**config.mk**
```make
export PLATFORM = sky130hd
export DESIGN_NAME = sd_spi_init_sequencer
export DESIGN_NICKNAME = d
export VERILOG_FILES = /design/src/hw/rtl/sdsi_pkg.sv /design/src/hw/rtl/sdsi_seq_core.sv /design/src/hw/rtl/sdsi_out_reg.sv /design/src/hw/rtl/sd_spi_init_sequencer.sv
export SDC_FILE = /design/constraint.sdc
export NUM_CORES = 1
export LEC_CHECK = 0
export ABC_AREA = 1
export ABC_CLOCK_PERIOD_IN_PS = 2600
export BUFFER_PORTS_ARGS = -buffer_cell sky130_fd_sc_hd__buf_4
export CAP_MARGIN = 20
export CORE_MARGIN = 2
export CORE_UTILIZATION = 50
export DETAILED_ROUTE_END_ITERATION = 10
export PLACE_DENSITY = 0.75
export SLEW_MARGIN = 5
export SYNTH_ARGS = -nofsm -noshare
export SYNTH_HDL_FRONTEND = slang
export SYNTH_SLANG_ARGS = --single-unit
```
**constraint.sdc**
```tcl
create_clock -name i_clk -period 2.6 [get_ports i_clk]
set_clock_uncertainty 0.05 [all_clocks]
set_input_delay 0.13 -clock i_clk [delete_from_list [all_inputs] [get_ports i_clk]]
set_output_delay 0.13 -clock i_clk [all_outputs]
set_load 0.01 [all_outputs]
```
**src/hw/rtl/sdsi_pkg.sv**
```systemverilog
// Shared types and constants for the SD SPI init sequencer.
// No dependencies.
`default_nettype none

package sdsi_pkg;

    localparam int unsigned CFG_IDX_W  = 2;
    localparam int unsigned CFG_DATA_W = 20;

    localparam logic [CFG_IDX_W-1:0] CFG_IDLE_BYTES = 2'd0;
    localparam logic [CFG_IDX_W-1:0] CFG_POLL_LIMIT = 2'd1;
    localparam logic [CFG_IDX_W-1:0] CFG_RETRY_LIM  = 2'd2;
    localparam logic [CFG_IDX_W-1:0] CFG_BLOCK_LEN  = 2'd3;

    localparam logic [2:0] ST_BUSY     = 3'd0;
    localparam logic [2:0] ST_OK       = 3'd1;
    localparam logic [2:0] ST_CMD0_ERR = 3'd2;
    localparam logic [2:0] ST_CMD8_ERR = 3'd3;
    localparam logic [2:0] ST_TIMEOUT  = 3'd4;

    typedef enum logic [3:0] {
        PH_NONE   = 4'd0,
        PH_WAKE   = 4'd1,
        PH_CMD0   = 4'd2,
        PH_CMD8   = 4'd3,
        PH_CMD55  = 4'd4,
        PH_ACMD41 = 4'd5,
        PH_CMD16  = 4'd6,
        PH_OK     = 4'd7,
        PH_F0     = 4'd8,
        PH_F8     = 4'd9,
        PH_FTO    = 4'd10
    } t_phase;

    typedef struct packed {
        logic                  we;
        logic [CFG_IDX_W-1:0]  index;
        logic [CFG_DATA_W-1:0] data;
    } t_cfg_wr;

    typedef struct packed {
        logic [7:0] tx_byte;
        logic       cs_low;
        logic       finished;
        logic [2:0] status;
    } t_result;

endpackage

`default_nettype wire

```
**src/hw/rtl/sdsi_seq_core.sv**
```systemverilog
// Sequencer state, configuration registers and next-byte logic.
// Depends on sdsi_pkg.
`default_nettype none

module sdsi_seq_core (
    input  wire logic             i_clk,
    input  wire logic             i_rst_n,
    input  wire sdsi_pkg::t_cfg_wr i_cfg,
    input  wire logic             i_accept,
    input  wire logic             i_req_type,
    input  wire logic [7:0]       i_rx_byte,
    output sdsi_pkg::t_result     o_result
);

    logic [7:0]  r_idle_bytes;
    logic [3:0]  r_poll_limit;
    logic [19:0] r_retry_lim;
    logic [12:0] r_block_len;

    sdsi_pkg::t_phase r_phase, n_phase;
    logic [2:0]  r_frame_pos, n_frame_pos;
    logic [3:0]  r_poll_cnt,  n_poll_cnt;
    logic [19:0] r_retry_cnt, n_retry_cnt;
    logic [7:0]  r_idle_cnt,  n_idle_cnt;

    logic [7:0]  idle_lim;
    logic [3:0]  poll_lim;
    logic [19:0] retry_lim;

    function automatic logic [7:0] frame_byte(input sdsi_pkg::t_phase ph,
                                              input logic [2:0] pos,
                                              input logic [12:0] blen);
        logic [5:0]  cmd;
        logic [31:0] arg;
        logic [7:0]  crc;
        case (ph)
            sdsi_pkg::PH_CMD0: begin
                cmd = 6'd0;  arg = 32'h0000_0000; crc = 8'h95;
            end
            sdsi_pkg::PH_CMD8: begin
                cmd = 6'd8;  arg = 32'h0000_01AA; crc = 8'h87;
            end
            sdsi_pkg::PH_CMD55: begin
                cmd = 6'd55; arg = 32'h0000_0000; crc = 8'h65;
            end
            sdsi_pkg::PH_ACMD41: begin
                cmd = 6'd41; arg = 32'h4000_0000; crc = 8'h77;
            end
            default: begin
                cmd = 6'd16; arg = {19'd0, blen}; crc = 8'h00;
            end
        endcase
        case (pos)
            3'd0:    frame_byte = 8'hFF;
            3'd1:    frame_byte = 8'h40 | {2'b00, cmd};
            3'd2:    frame_byte = arg[31:24];
            3'd3:    frame_byte = arg[23:16];
            3'd4:    frame_byte = arg[15:8];
            3'd5:    frame_byte = arg[7:0];
            default: frame_byte = crc | 8'h01;
        endcase
    endfunction

    function automatic logic [2:0] end_status(input sdsi_pkg::t_phase ph);
        case (ph)
            sdsi_pkg::PH_OK:  end_status = sdsi_pkg::ST_OK;
            sdsi_pkg::PH_F0:  end_status = sdsi_pkg::ST_CMD0_ERR;
            sdsi_pkg::PH_F8:  end_status = sdsi_pkg::ST_CMD8_ERR;
            sdsi_pkg::PH_FTO: end_status = sdsi_pkg::ST_TIMEOUT;
            default:          end_status = sdsi_pkg::ST_BUSY;
        endcase
    endfunction

    // configuration registers
    always_ff @(posedge i_clk) begin
        if (!i_rst_n) begin
            r_idle_bytes <= 8'd10;
            r_poll_limit <= 4'd8;
            r_retry_lim  <= 20'd100000;
            r_block_len  <= 13'd512;
        end else if (i_cfg.we) begin
            case (i_cfg.index)
                sdsi_pkg::CFG_IDLE_BYTES: r_idle_bytes <= i_cfg.data[7:0];
                sdsi_pkg::CFG_POLL_LIMIT: r_poll_limit <= i_cfg.data[3:0];
                sdsi_pkg::CFG_RETRY_LIM:  r_retry_lim  <= i_cfg.data[19:0];
                sdsi_pkg::CFG_BLOCK_LEN:  r_block_len  <= i_cfg.data[12:0];
                default: ;
            endcase
        end
    end

    always_ff @(posedge i_clk) begin
        if (!i_rst_n) begin
            r_phase     <= sdsi_pkg::PH_NONE;
            r_frame_pos <= '0;
            r_poll_cnt  <= '0;
            r_retry_cnt <= '0;
            r_idle_cnt  <= '0;
        end else if (i_accept) begin
            r_phase     <= n_phase;
            r_frame_pos <= n_frame_pos;
            r_poll_cnt  <= n_poll_cnt;
            r_retry_cnt <= n_retry_cnt;
            r_idle_cnt  <= n_idle_cnt;
        end
    end

    // zero limits behave as one
    assign idle_lim  = (r_idle_bytes == 8'd0)  ? 8'd1  : r_idle_bytes;
    assign poll_lim  = (r_poll_limit == 4'd0)  ? 4'd1  : r_poll_limit;
    assign retry_lim = (r_retry_lim  == 20'd0) ? 20'd1 : r_retry_lim;

    always_comb begin
        n_phase     = r_phase;
        n_frame_pos = r_frame_pos;
        n_poll_cnt  = r_poll_cnt;
        n_retry_cnt = r_retry_cnt;
        n_idle_cnt  = r_idle_cnt;
        o_result.tx_byte  = 8'hFF;
        o_result.cs_low   = 1'b0;
        o_result.finished = 1'b0;
        o_result.status   = sdsi_pkg::ST_BUSY;

        if (!i_req_type) begin
            n_phase     = sdsi_pkg::PH_WAKE;
            n_frame_pos = '0;
            n_poll_cnt  = '0;
            n_retry_cnt = '0;
            n_idle_cnt  = 8'd1;
        end else begin
            case (r_phase)
                sdsi_pkg::PH_NONE: begin
                    o_result.finished = 1'b1;
                end
                sdsi_pkg::PH_OK, sdsi_pkg::PH_F0, sdsi_pkg::PH_F8, sdsi_pkg::PH_FTO: begin
                    o_result.finished = 1'b1;
                    o_result.cs_low   = (r_phase != sdsi_pkg::PH_OK);
                    o_result.status   = end_status(r_phase);
                end
                sdsi_pkg::PH_WAKE: begin
                    if (r_idle_cnt < idle_lim) begin
                        n_idle_cnt = r_idle_cnt + 8'd1;
                    end else begin
                        n_phase         = sdsi_pkg::PH_CMD0;
                        n_frame_pos     = 3'd1;
                        n_poll_cnt      = '0;
                        o_result.cs_low = 1'b1;
                    end
                end
                default: begin
                    o_result.cs_low = 1'b1;
                    if (r_poll_cnt == 4'd0) begin
                        if (r_frame_pos != 3'd7) begin
                            o_result.tx_byte = frame_byte(r_phase, r_frame_pos, r_block_len);
                            n_frame_pos      = r_frame_pos + 3'd1;
                        end else begin
                            n_poll_cnt = 4'd1;
                        end
                    end else if (i_rx_byte[7] && (r_poll_cnt < poll_lim)) begin
                        n_poll_cnt = r_poll_cnt + 4'd1;
                    end else begin
                        // response resolved: either start the next command or end the run
                        n_frame_pos = 3'd1;
                        n_poll_cnt  = '0;
                        case (r_phase)
                            sdsi_pkg::PH_CMD0: begin
                                n_phase = (i_rx_byte == 8'h01) ? sdsi_pkg::PH_CMD8
                                                               : sdsi_pkg::PH_F0;
                            end
                            sdsi_pkg::PH_CMD8: begin
                                if (i_rx_byte == 8'h01) begin
                                    n_retry_cnt = 20'd1;
                                    n_phase     = sdsi_pkg::PH_CMD55;
                                end else begin
                                    n_phase = sdsi_pkg::PH_F8;
                                end
                            end
                            sdsi_pkg::PH_CMD55: begin
                                n_phase = sdsi_pkg::PH_ACMD41;
                            end
                            sdsi_pkg::PH_ACMD41: begin
                                if (i_rx_byte == 8'h00) begin
                                    n_phase = sdsi_pkg::PH_CMD16;
                                end else if (r_retry_cnt >= retry_lim) begin
                                    n_phase = sdsi_pkg::PH_FTO;
                                end else begin
                                    n_retry_cnt = r_retry_cnt + 20'd1;
                                    n_phase     = sdsi_pkg::PH_CMD55;
                                end
                            end
                            default: begin
                                n_phase = sdsi_pkg::PH_OK;
                            end
                        endcase
                        // end of run: chip-select released only on success
                        case (n_phase)
                            sdsi_pkg::PH_OK, sdsi_pkg::PH_F0, sdsi_pkg::PH_F8,
                            sdsi_pkg::PH_FTO: begin
                                n_frame_pos       = '0;
                                o_result.cs_low   = (n_phase != sdsi_pkg::PH_OK);
                                o_result.finished = 1'b1;
                                o_result.status   = end_status(n_phase);
                            end
                            default: ;
                        endcase
                    end
                end
            endcase
        end
    end

endmodule

`default_nettype wire

```
**src/hw/rtl/sdsi_out_reg.sv**
```systemverilog
// Result register with valid/ready handshake toward the byte engine.
// Depends on sdsi_pkg.
`default_nettype none

module sdsi_out_reg (
    input  wire logic              i_clk,
    input  wire logic              i_rst_n,
    input  wire logic              i_load,
    input  wire sdsi_pkg::t_result i_result,
    input  wire logic              i_out_ready,
    output logic                   o_out_valid,
    output logic                   o_can_load,
    output sdsi_pkg::t_result      o_result
);

    logic              r_valid;
    sdsi_pkg::t_result r_result;

    // room when empty or when the held transaction drains this cycle
    assign o_can_load = !r_valid || i_out_ready;

    always_ff @(posedge i_clk) begin
        if (!i_rst_n) begin
            r_valid <= 1'b0;
        end else if (i_load) begin
            r_valid <= 1'b1;
        end else if (i_out_ready) begin
            r_valid <= 1'b0;
        end
    end

    always_ff @(posedge i_clk) begin
        if (i_load) begin
            r_result <= i_result;
        end
    end

    assign o_out_valid = r_valid;
    assign o_result    = r_result;

endmodule

`default_nettype wire

```
**src/hw/rtl/sd_spi_init_sequencer.sv**
```systemverilog
// SD SPI init sequencer: result valid in the cycle after the transaction is accepted.
// Throughput 1 transaction per cycle; the only limit is the single result register,
// so input is taken whenever it is empty or being drained.
// Synchronous active-low reset: phase idle (not started), counters zero, result empty,
// registers 10 idle bytes, poll limit 8, retry limit 100000, block length 512.
// Top level; depends on sdsi_pkg, sdsi_seq_core, sdsi_out_reg.
`default_nettype none

module sd_spi_init_sequencer (
    input  wire logic        i_clk,
    input  wire logic        i_rst_n,
    input  wire logic        i_cfg_we,
    input  wire logic [1:0]  i_cfg_index,
    input  wire logic [19:0] i_cfg_data,
    input  wire logic        i_in_valid,
    output logic             o_in_ready,
    input  wire logic        i_req_type,
    input  wire logic [7:0]  i_rx_byte,
    output logic             o_out_valid,
    input  wire logic        i_out_ready,
    output logic [7:0]       o_tx_byte,
    output logic             o_cs_low,
    output logic             o_finished,
    output logic [2:0]       o_status
);

    sdsi_pkg::t_cfg_wr cfg_wr;
    sdsi_pkg::t_result next_result;
    sdsi_pkg::t_result held_result;
    logic              accept;

    assign cfg_wr.we    = i_cfg_we;
    assign cfg_wr.index = i_cfg_index;
    assign cfg_wr.data  = i_cfg_data;

    assign accept = i_in_valid && o_in_ready;

    sdsi_seq_core u_core (
        .i_clk      (i_clk),
        .i_rst_n    (i_rst_n),
        .i_cfg      (cfg_wr),
        .i_accept   (accept),
        .i_req_type (i_req_type),
        .i_rx_byte  (i_rx_byte),
        .o_result   (next_result)
    );

    sdsi_out_reg u_out (
        .i_clk       (i_clk),
        .i_rst_n     (i_rst_n),
        .i_load      (accept),
        .i_result    (next_result),
        .i_out_ready (i_out_ready),
        .o_out_valid (o_out_valid),
        .o_can_load  (o_in_ready),
        .o_result    (held_result)
    );

    assign o_tx_byte  = held_result.tx_byte;
    assign o_cs_low   = held_result.cs_low;
    assign o_finished = held_result.finished;
    assign o_status   = held_result.status;

endmodule

`default_nettype wire

```
Word-level counts from Yosys, hierarchy flattened --
Cells that the tools add are included.
Storage, ports and cells: flip-flop bits (word level) 98, bits of input ports 36, word-level logic and storage cells 150, output and inout bits 15
Cells by class: reduce and logical (&&, ||, !) cells 29, muxes and demuxes 56, bitwise gates (word level) 3, magnitude comparators 3, $add $sub $neg 4, equality and inequality tests 41
Operators by type and width (count):
- 20-bit 2-to-1 mux | 8
- 31-bit one-hot mux with 3 select lines | 1
- 4-bit 2-to-1 mux | 18
- 8-bit one-hot mux with 6 select lines | 1
- 20-bit one-hot mux with 2 select lines | 1
- 8-bit 2-to-1 mux | 4
- 8-bit one-hot mux with 4 select lines | 1
- 4-bit equality test (second input constant) | 6
- 3-bit one-hot mux with 4 select lines | 2
- 6-bit one-hot mux with 4 select lines | 1
- 20-bit by 1-bit adder with 20-bit output (second input constant) | 1
- 20-bit >= comparator | 1
- 20-bit zero test | 1
- 3-bit != test (second input constant) | 6
- 4-bit by 3-bit equality test with 1-bit output (second input constant) | 4
- 8-bit zero test | 2
- 4-bit one-hot mux with 2 select lines | 2
- 4-bit one-hot mux with 4 select lines | 1
- 3-bit 2-to-1 mux | 5
- 5-bit 2-to-1 mux | 3
- 4-bit zero test | 3
- 4-bit by 3-bit != test with 1-bit output (second input constant) | 3
- 3-bit one-hot mux with 2 select lines | 2
- 5-bit AND reduction | 2
- 37 further kinds | 57

Longest topological paths before layout --
Gate-level depths: netlist (run 1).
word-level depth 17, depth in mapped cells 18, gate-level depth less buffers 17

Modules after synthesis --
Synthesis (run 1) repeated with hierarchy kept, for this count alone.
Second synthesis, totals: cell total of the unflattened synthesis 848, area, all modules 5906.9 µm²
Modules (own cells, without submodules):
- sdsi_seq_core | cells an instance 827, times used 1, area each 5462.7 µm²
- sdsi_out_reg | cells an instance 19, times used 1, area each 436.7 µm²
- sd_spi_init_sequencer | cells an instance 2, times used 1, area each 7.5 µm²

Least setup slack after synthesis (run 1) --
Ideal clock, no wire load.
path type register to register, from reg u_core.r_retry_lim[3], to reg u_core.r_retry_cnt[0], setup slack 0.259 ns, arrival time 2.163 ns, clock period less this slack 2.341 ns, stages on the path, launching flop included 17, cell sequence dfxtp_1 -> nor4_1 -> nand3_1 -> nor4_1 -> a31o_2 -> ha_1 -> nand2_1 -> nor2_1 -> nand2_1 -> nor2_1 -> nand2_1 -> nand4_1 -> o21ai_1 -> nand3_2 -> buf_4 -> o21ai_1 -> nor2_1
On the way: word-level cells in the longest chain between the ends 5
RTL lines:
- start: declaration | line sdsi_seq_core.sv:17 | logic [19:0] r_retry_lim;
- start signal: assignment | line sdsi_seq_core.sv:85 | sdsi_pkg::CFG_RETRY_LIM: r_retry_lim <= i_cfg.data[19:0];
- 20-bit zero test | line sdsi_seq_core.sv:111 | assign retry_lim = (r_retry_lim == 20'd0) ? 20'd1 : r_retry_lim;
- 20-bit 2-to-1 mux (*) | line sdsi_seq_core.sv:111
- 20-bit >= comparator (*) | line sdsi_seq_core.sv:184 | end else if (r_retry_cnt >= retry_lim) begin
- 3-bit != test (no source line) (*)
- 8-bit AND reduction (no source line) (*)
- end signal: assignment | line sdsi_seq_core.sv:103 | r_retry_cnt <= n_retry_cnt;
- end: declaration | line sdsi_seq_core.sv:23 | logic [19:0] r_retry_cnt, n_retry_cnt;
Every way passes the cells marked *; elsewhere a longest branch is shown, timed or not. A chain may end at the register's enable or synchronous reset.

Worst setup path in the final report (run 1) --
from reg u_core.r_retry_lim[6], to reg u_core.r_retry_cnt[9]
The elaborated chain is that of the path after synthesis.

==> run summary, run 1 <==
status: finished clean
Via-to-Cell Ratio: 5.357
htree depth: 3
final-stage net count: 983
final setup margin: 95.62 ps
setup slack, reg-to-reg: 100 ps
width of the die: 112.3 um
GR Util met2: 34.90%
VDD IR-drop max: 0.3485 mV
Netlist cell types: 42
Ys Warns: 0
pin count of the biggest net entering global routing: 62
Final Instance Area: 6897 um^2
setup bufs post-CTS: 0
worst skew pair latency: 350 ps
Syn-to-layout area delta: 17.55%
Netlist Area Pre-Place: 5867 um^2
Worst Reg-to-Reg Cells: 17
grt ovf: 0
sequential area share after synthesis: 35.66%
Initial DRC Count: 355
clk buf depth: 2
Die H: 112.3 um
post-synthesis register bit count: 98
met3 Track Usage GR: 3.942%
pwr dens: 521.9 nW/um^2
GRT Util Overall: 24.16%
Final Critical Period: 2504 ps
Leak: 3.056 nW
fmax: 399.3 MHz
Core Box Area: 11420 um^2
Final Hold Vio Count: 0
final antenna-violating net count: 0
clock slew at reported path FFs: 70 ps
hold path depth: 3
startpoint types: register
TritonCTS Sinks: 98
Setup violations, final: 0
layout cell share with drive strength beyond 1: 11.86%
Max-cap violations: 0
Root Buffer: clkbuf_16
RSZ-0062 raised after global routing: true
max-slew violations: 0
Post-route DRC: 0
final wirelength: 14900 um
Initial Util: 51.38%
wire per inst: 14.13 um
number of global-route vias before repair: 5072
initial antenna violation count: 0
Top Usage Layer GRT: met1
met1 Usage GRT: 36.03%
worst rel slew slack: 38.49%
Placement Cell Area: 6444 um^2
Total Power: 0.003600 W
syn_nets: 919
Syn Area/Cell: 6.960 um^2
critical path arrival: 2750 ps
Hold Path Class: primary input to register
Crit path required time: 2840 ps
crit path kind: register to register
die area: 12620 um^2
Num CTS Buffers: 9
n_diodes: 0
Via Count: 5646
Slew @ Worst Pin: 921.6 ps
first-pass GRT wire length: 24760 um
# port buffers: 50
Final GP Congestion: 0.9291
pre-CTS setup slack: 72.15 ps
Register Area: 2093 um^2
CP Max Fanout: 21
post-DP HPWL: 10730 um
crit share post-route: 96.32%
DR pass1 iterations: 5
std cell rows: 39
CTS tree: done
Crit. End Element: register
Synth Instances: 843
Hold WS: 5.197 ps
Top Ports: 51
number of fill cells: 1061
area occupied by multi-input gates: 3276 um^2
==> per-stage QoR <==
step,std cells,utilization [%],TNS (ps)
global placement,1028,56.43,0
finish,1054,60.40,0
global route,1054,60.40,-1383
detailed placement,1028,56.43,0
CTS,1053,59.83,0
floorplan,843,-,0
==> kinds of logic after synthesis <==
family                     synth area share [%]
DFF                                       35.66
adders and majority gates                 8.531
buffers and inverters                     9.554
and+or+nand+nor                           29.07
xor gates and xnor gates                  2.687
AOI/OAI and AO/OA                         14.50
==> worst max-delay path: stages (launching register included) <==
cell      delay, ps
dfxtp_2         340
nor4_4          270
nand3_1         110
nor4_2          140
a31o_2          210
ha_4            200
nand2_2          40
nor2_1           40
nand2_1          60
nor2_1           50
nand2_1          50
nand4_1         120
o21ai_2         200
nand3_2         160
buf_12          190
o21bai_1        120
inv_1            50
nor2_1           70
==> state kept, by name, summed over array words and instances (netlist names) <==
name                 cells
u_core.r_poll_cnt        4
u_core.r_block_len      13
u_core.r_frame_pos       3
u_core.r_idle_bytes      8
u_out.o_out_valid        1
u_core.r_poll_limit      4
u_core.r_idle_cnt        8
u_core.r_retry_lim      20
u_core.r_phase           4
u_core.r_retry_cnt      20
u_out.o_result          13
==> synthesized netlist by cell type (all sizes together) <==
cell,count,area [um^2]
a211oi,2,15.01
a21boi,1,7.510
a21o,1,7.510
a21oi,70,350.3
a221oi,1,8.760
a31o,2,17.52
a31oi,3,18.77
a32oi,1,8.760
and3,3,18.77
buf,10,57.55
clkbuf,14,52.55
clkinv,1,3.750
dfxtp,85,1702
edfxtp,13,390.4
ha,40,500.5
inv,119,446.7
nand2,171,641.9
nand3,40,215.2
nand3b,2,15.01
nand4,28,181.4
nor2,119,483.0
nor3,17,90.09
nor3b,3,22.52
nor4,6,37.54
o2111ai,3,26.28
o211ai,12,90.09
o21a,1,7.510
o21ai,54,270.3
o21bai,3,22.52
xnor2,3,26.28
xor2,15,131.4
==> report_power, final <==
part | switching, W | internal (W) | total [W]
sequential | 0.0000521 | 0.00161 | 0.00166
clock | 0.000572 | 0.000726 | 0.00130
combinational | 0.000405 | 0.000235 | 0.000640
==> cells in the final DEF (no fill, tap or decap), drive strengths merged, types with 15 or more instances in the layout <==
cell type / netlist / layout
dfxtp: 85 / 85
xor2: 15 / 15
nor2: 119 / 119
o21ai: 54 / 54
nand2: 171 / 171
ha: 40 / 40
inv: 119 / 119
nor3: 17 / 17
nand3: 40 / 40
a21oi: 70 / 70
buf: 10 / 67
nand4: 28 / 28
==> layer usage <==
metal	up-vias	wire, um
met5	-	0
met4	0	332
met3	26	1090
met2	191	6306
met1	2519	7165
li1	2910	-
==> timing repair <==
action / 4_1_cts / 5_1_grt
pin swaps: 0 / 5
cloned: 0 / 1
hold buffers: 10 / 0
endpoints found under the setup margin: 4 / 26
endpoints found under the hold margin: 13 / 0
resized for setup: 1 / 16
==> layout make-up <==
cell class | count | share of cell area [%]
clock buffers | 13 | 3.937
flip-flops and latches | 98 | 30.35
multi-input cells | 601 | 47.50
inverters | 120 | 6.531
well taps | 143 | 2.594
repair buffers | 77 | 8.944
clock inverters | 2 | 0.1451
==> worst paths after layout <==
kind	startpoint	to
max	u_core.r_retry_lim[6]	u_core.r_retry_cnt[9]
min	i_cfg_data[3]	u_core.r_poll_limit[3]
max reg2reg	u_core.r_retry_lim[6]	u_core.r_retry_cnt[9]
min reg2reg	u_core.r_block_len[1]	u_core.r_block_len[1]
(Power assumes the default switching activity.)
==> inputs of run 2 (changes only) <==
GPL_TIMING_DRIVEN = 0   (was unset)
==> run summary, run 2 (same netlist as run 1, synthesis figures left out) <==
die area: 12620 um^2 (unchanged)
final wirelength: 15530 um (was 14900 um)
Root Buffer: clkbuf_16 (unchanged)
worst skew pair latency: 370 ps (was 350 ps)
Die H: 112.3 um (unchanged)
Hold Path Class: primary input to register (unchanged)
met3 routed WL: 1098 um (was 1090 um)
first-pass GRT wire length: 25540 um (was 24760 um)
hold path endpoint: u_out.o_out_valid (was u_core.r_poll_limit[3])
Slew @ Worst Pin: 737.5 ps (was 921.6 ps)
Detail Route met2 WL: 6783 um (was 6306 um)
hold path depth: 4 (was 3)
failing checks: negative setup slack
CP Max Fanout: 6 (was 21)
max-slew violations: 0 (unchanged)
dpl cells: 1034 (was 1028)
Final Instance Area: 6992 um^2 (was 6897 um^2)
Top Ports: 51 (unchanged)
Post-route DRC: 0 (unchanged)
clock slew at reported path FFs: 70 ps (about the same)
Critical R2R Capture: u_core.r_retry_cnt[18] (was u_core.r_retry_cnt[9])
final-stage net count: 997 (was 983)
Via-to-Cell Ratio: 5.375 (was 5.357)
crit path kind: register to register (unchanged)
worst rel slew slack: 50.83% (was 38.49%)
Num CTS Buffers: 9 (unchanged)
Syn-to-layout area delta: 19.17% (was 17.55%)
number of fill cells: 1077 (was 1061)
htree depth: 3 (unchanged)
Final Hold Vio Count: 0 (unchanged)
number of global-route vias before repair: 5189 (was 5072)
Worst path top cell family by delay: simple AND/OR/NAND/NOR gates (unchanged)
Core Box Area: 11420 um^2 (unchanged)
pwr dens: 522.4 nW/um^2 (was 521.9 nW/um^2)
Max-cap violations: 0 (unchanged)
Placement Cell Area: 6406 um^2 (was 6444 um^2)
Crit path required time: 2800 ps (was 2840 ps)
CTS tree: done (unchanged)
fmax: 378.2 MHz (was 399.3 MHz)
Crit. End Element: register (unchanged)
R2R Path Start: u_core.r_retry_lim[3] (was u_core.r_retry_lim[6])
layout cell share with drive strength beyond 1: 12.10% (was 11.86%)
hold_sp: i_out_ready (was i_cfg_data[3])
Critical Path Max Stage Delay: 340 ps (about the same)
RSZ-0062 raised after global routing: true (unchanged)
Max Used Layer: met4 (unchanged)
VDD IR-drop max: 0.4234 mV (was 0.3485 mV)
Critical Path Source: u_core.r_retry_lim[3] (was u_core.r_retry_lim[6])
pin count of the biggest net entering global routing: 19 (was 62)
crit share post-route: 101.7% (was 96.32%)
Final GP Congestion: 0.9111 (was 0.9291)
buffers and inverters on the worst path: 1 (was 2)
Final Non-Filler Cells: 1069 (was 1054)
Setup violations, final: 19 (was 0)
critical path arrival: 2840 ps (was 2750 ps)
worst-path cell chain: nor4_4 > nand3_1 > nor4_2 > a31o_2 > ha_4 > nand2_2 > nor2_1 > nand2_1 > nor2_1 > nand2_1 > nand4_1 > o21ai_2 > nand3_4 > buf_6 > nor2_1 > nor3b_2 (was nor4_4 > nand3_1 > nor4_2 > a31o_2 > ha_4 > nand2_2 > nor2_1 > nand2_1 > nor2_1 > nand2_1 > nand4_1 > o21ai_2 > nand3_2 > buf_12 > o21bai_1 > inv_1 > nor2_1)
Leak: 3.054 nW (was 3.056 nW)
Regs by FF count: u_core.r_retry_cnt x20, u_core.r_retry_lim x20 (unchanged)
Via Count: 5746 (was 5646)
Crit-path slowest cell: dfxtp_2 (unchanged)
startpoint types: register (unchanged)
wire per inst: 14.53 um (was 14.13 um)
Initial DRC Count: 291 (was 355)
std cell rows: 39 (unchanged)
Worst Reg-to-Reg Cells: 16 (was 17)
final antenna-violating net count: 0 (unchanged)
final setup margin: -44.38 ps (was 95.62 ps)
width of the die: 112.3 um (unchanged)
Final Critical Period: 2644 ps (was 2504 ps)
cell mode on critical path: nor2_1 (unchanged)
commonest non-fill, non-tap cell in the layout: nand2_1 (unchanged)
Total Power: 0.003653 W (was 0.003600 W)
initial antenna violation count: 0 (unchanged)
TritonCTS Sinks: 98 (unchanged)
post-DP HPWL: 11240 um (was 10730 um)
status: complete, but fails checks (was finished clean)
clk buf depth: 2 (unchanged)
most frequent cells in the layout: nand2_1, inv_1, nor2_1 (unchanged)
setup slack, reg-to-reg: -40 ps (was 100 ps)
Initial Util: 51.38% (unchanged)
post-layout util: 61.23% (was 60.40%)
DR pass1 iterations: 5 (unchanged)
met1 wire length: 7382 um (was 7165 um)
# port buffers: 48 (was 50)
grt ovf: 0 (unchanged)
n_diodes: 0 (unchanged)
GRT Util Overall: 25.18% (was 24.16%)
[run 2: worst max-delay path by stage]
stage,end,slack (ps),depth (start not counted)
2_1_floorplan,u_core.r_retry_cnt[0],260,16
6_report,u_core.r_retry_cnt[18],-40,16
5_1_grt,u_core.r_retry_cnt[13],-230,18
4_1_cts,u_core.r_retry_cnt[0],-20,17
3_5_place_dp,u_core.r_retry_cnt[0],-260,16
3_3_place_gp,u_core.r_retry_cnt[0],-190,16
[run 2: final cells by class]
class | count | area (um^2) | area share, %
Buffer | 24 | 120.1 | 1.718
Clock buffer | 9 | 225.2 | 3.221
Clock inverter | 7 | 60.06 | 0.8590
Inverter | 120 | 450.4 | 6.442
Multi-Input combinational cell | 601 | 3326 | 47.57
Sequential cell | 98 | 2093 | 29.94
Tap cell | 143 | 178.9 | 2.559
Timing Repair Buffer | 67 | 538.0 | 7.695
[run 2: tightest hold or removal path, stage by stage]
cell     delay (ps)
buf_4            70
inv_1            30
nand2_1          80
a21oi_1          70
[run 2: stage by stage]
step / hold slack, ps / setup slack (ps) / setup TNS (ps)
global placement: 302.9 / -191.1 / -3241
detailed placement: 314.4 / -262.7 / -4629
floorplan: 206.3 / 259.3 / 0
CTS: 12.97 / -18.08 / -93.64
finish: 9.666 / -44.38 / -519.9
global route: 42.69 / -230.7 / -4139
[run 2: metal layers]
metal	GRT usage (%)	vias to the layer above
met5	0	-
met4	8.455	0
met3	4.860	17
met2	38.76	195
met1	35.67	2587
li1	-	2947
[run 2: repair_timing]
item / CTS / global route
gates cloned: 2 / 0
endpoints found under the hold margin: 21 / 0
pin swaps: 2 / 5
hold buffers: 15 / 0
setup buffers: 1 / 1
endpoints found under the setup margin: 24 / 26
resized for setup: 19 / 15
[run 2: power breakdown]
| group | total [W] | internal [W] | switching [W] |
|---|---|---|---|
| Clock | 0.00133 | 0.000665 | 0.000663 |
| Sequential | 0.00166 | 0.00161 | 0.0000504 |
| Combinational | 0.000667 | 0.000239 | 0.000428 |
| Total | 0.00365 | 0.00251 | 0.00114 |
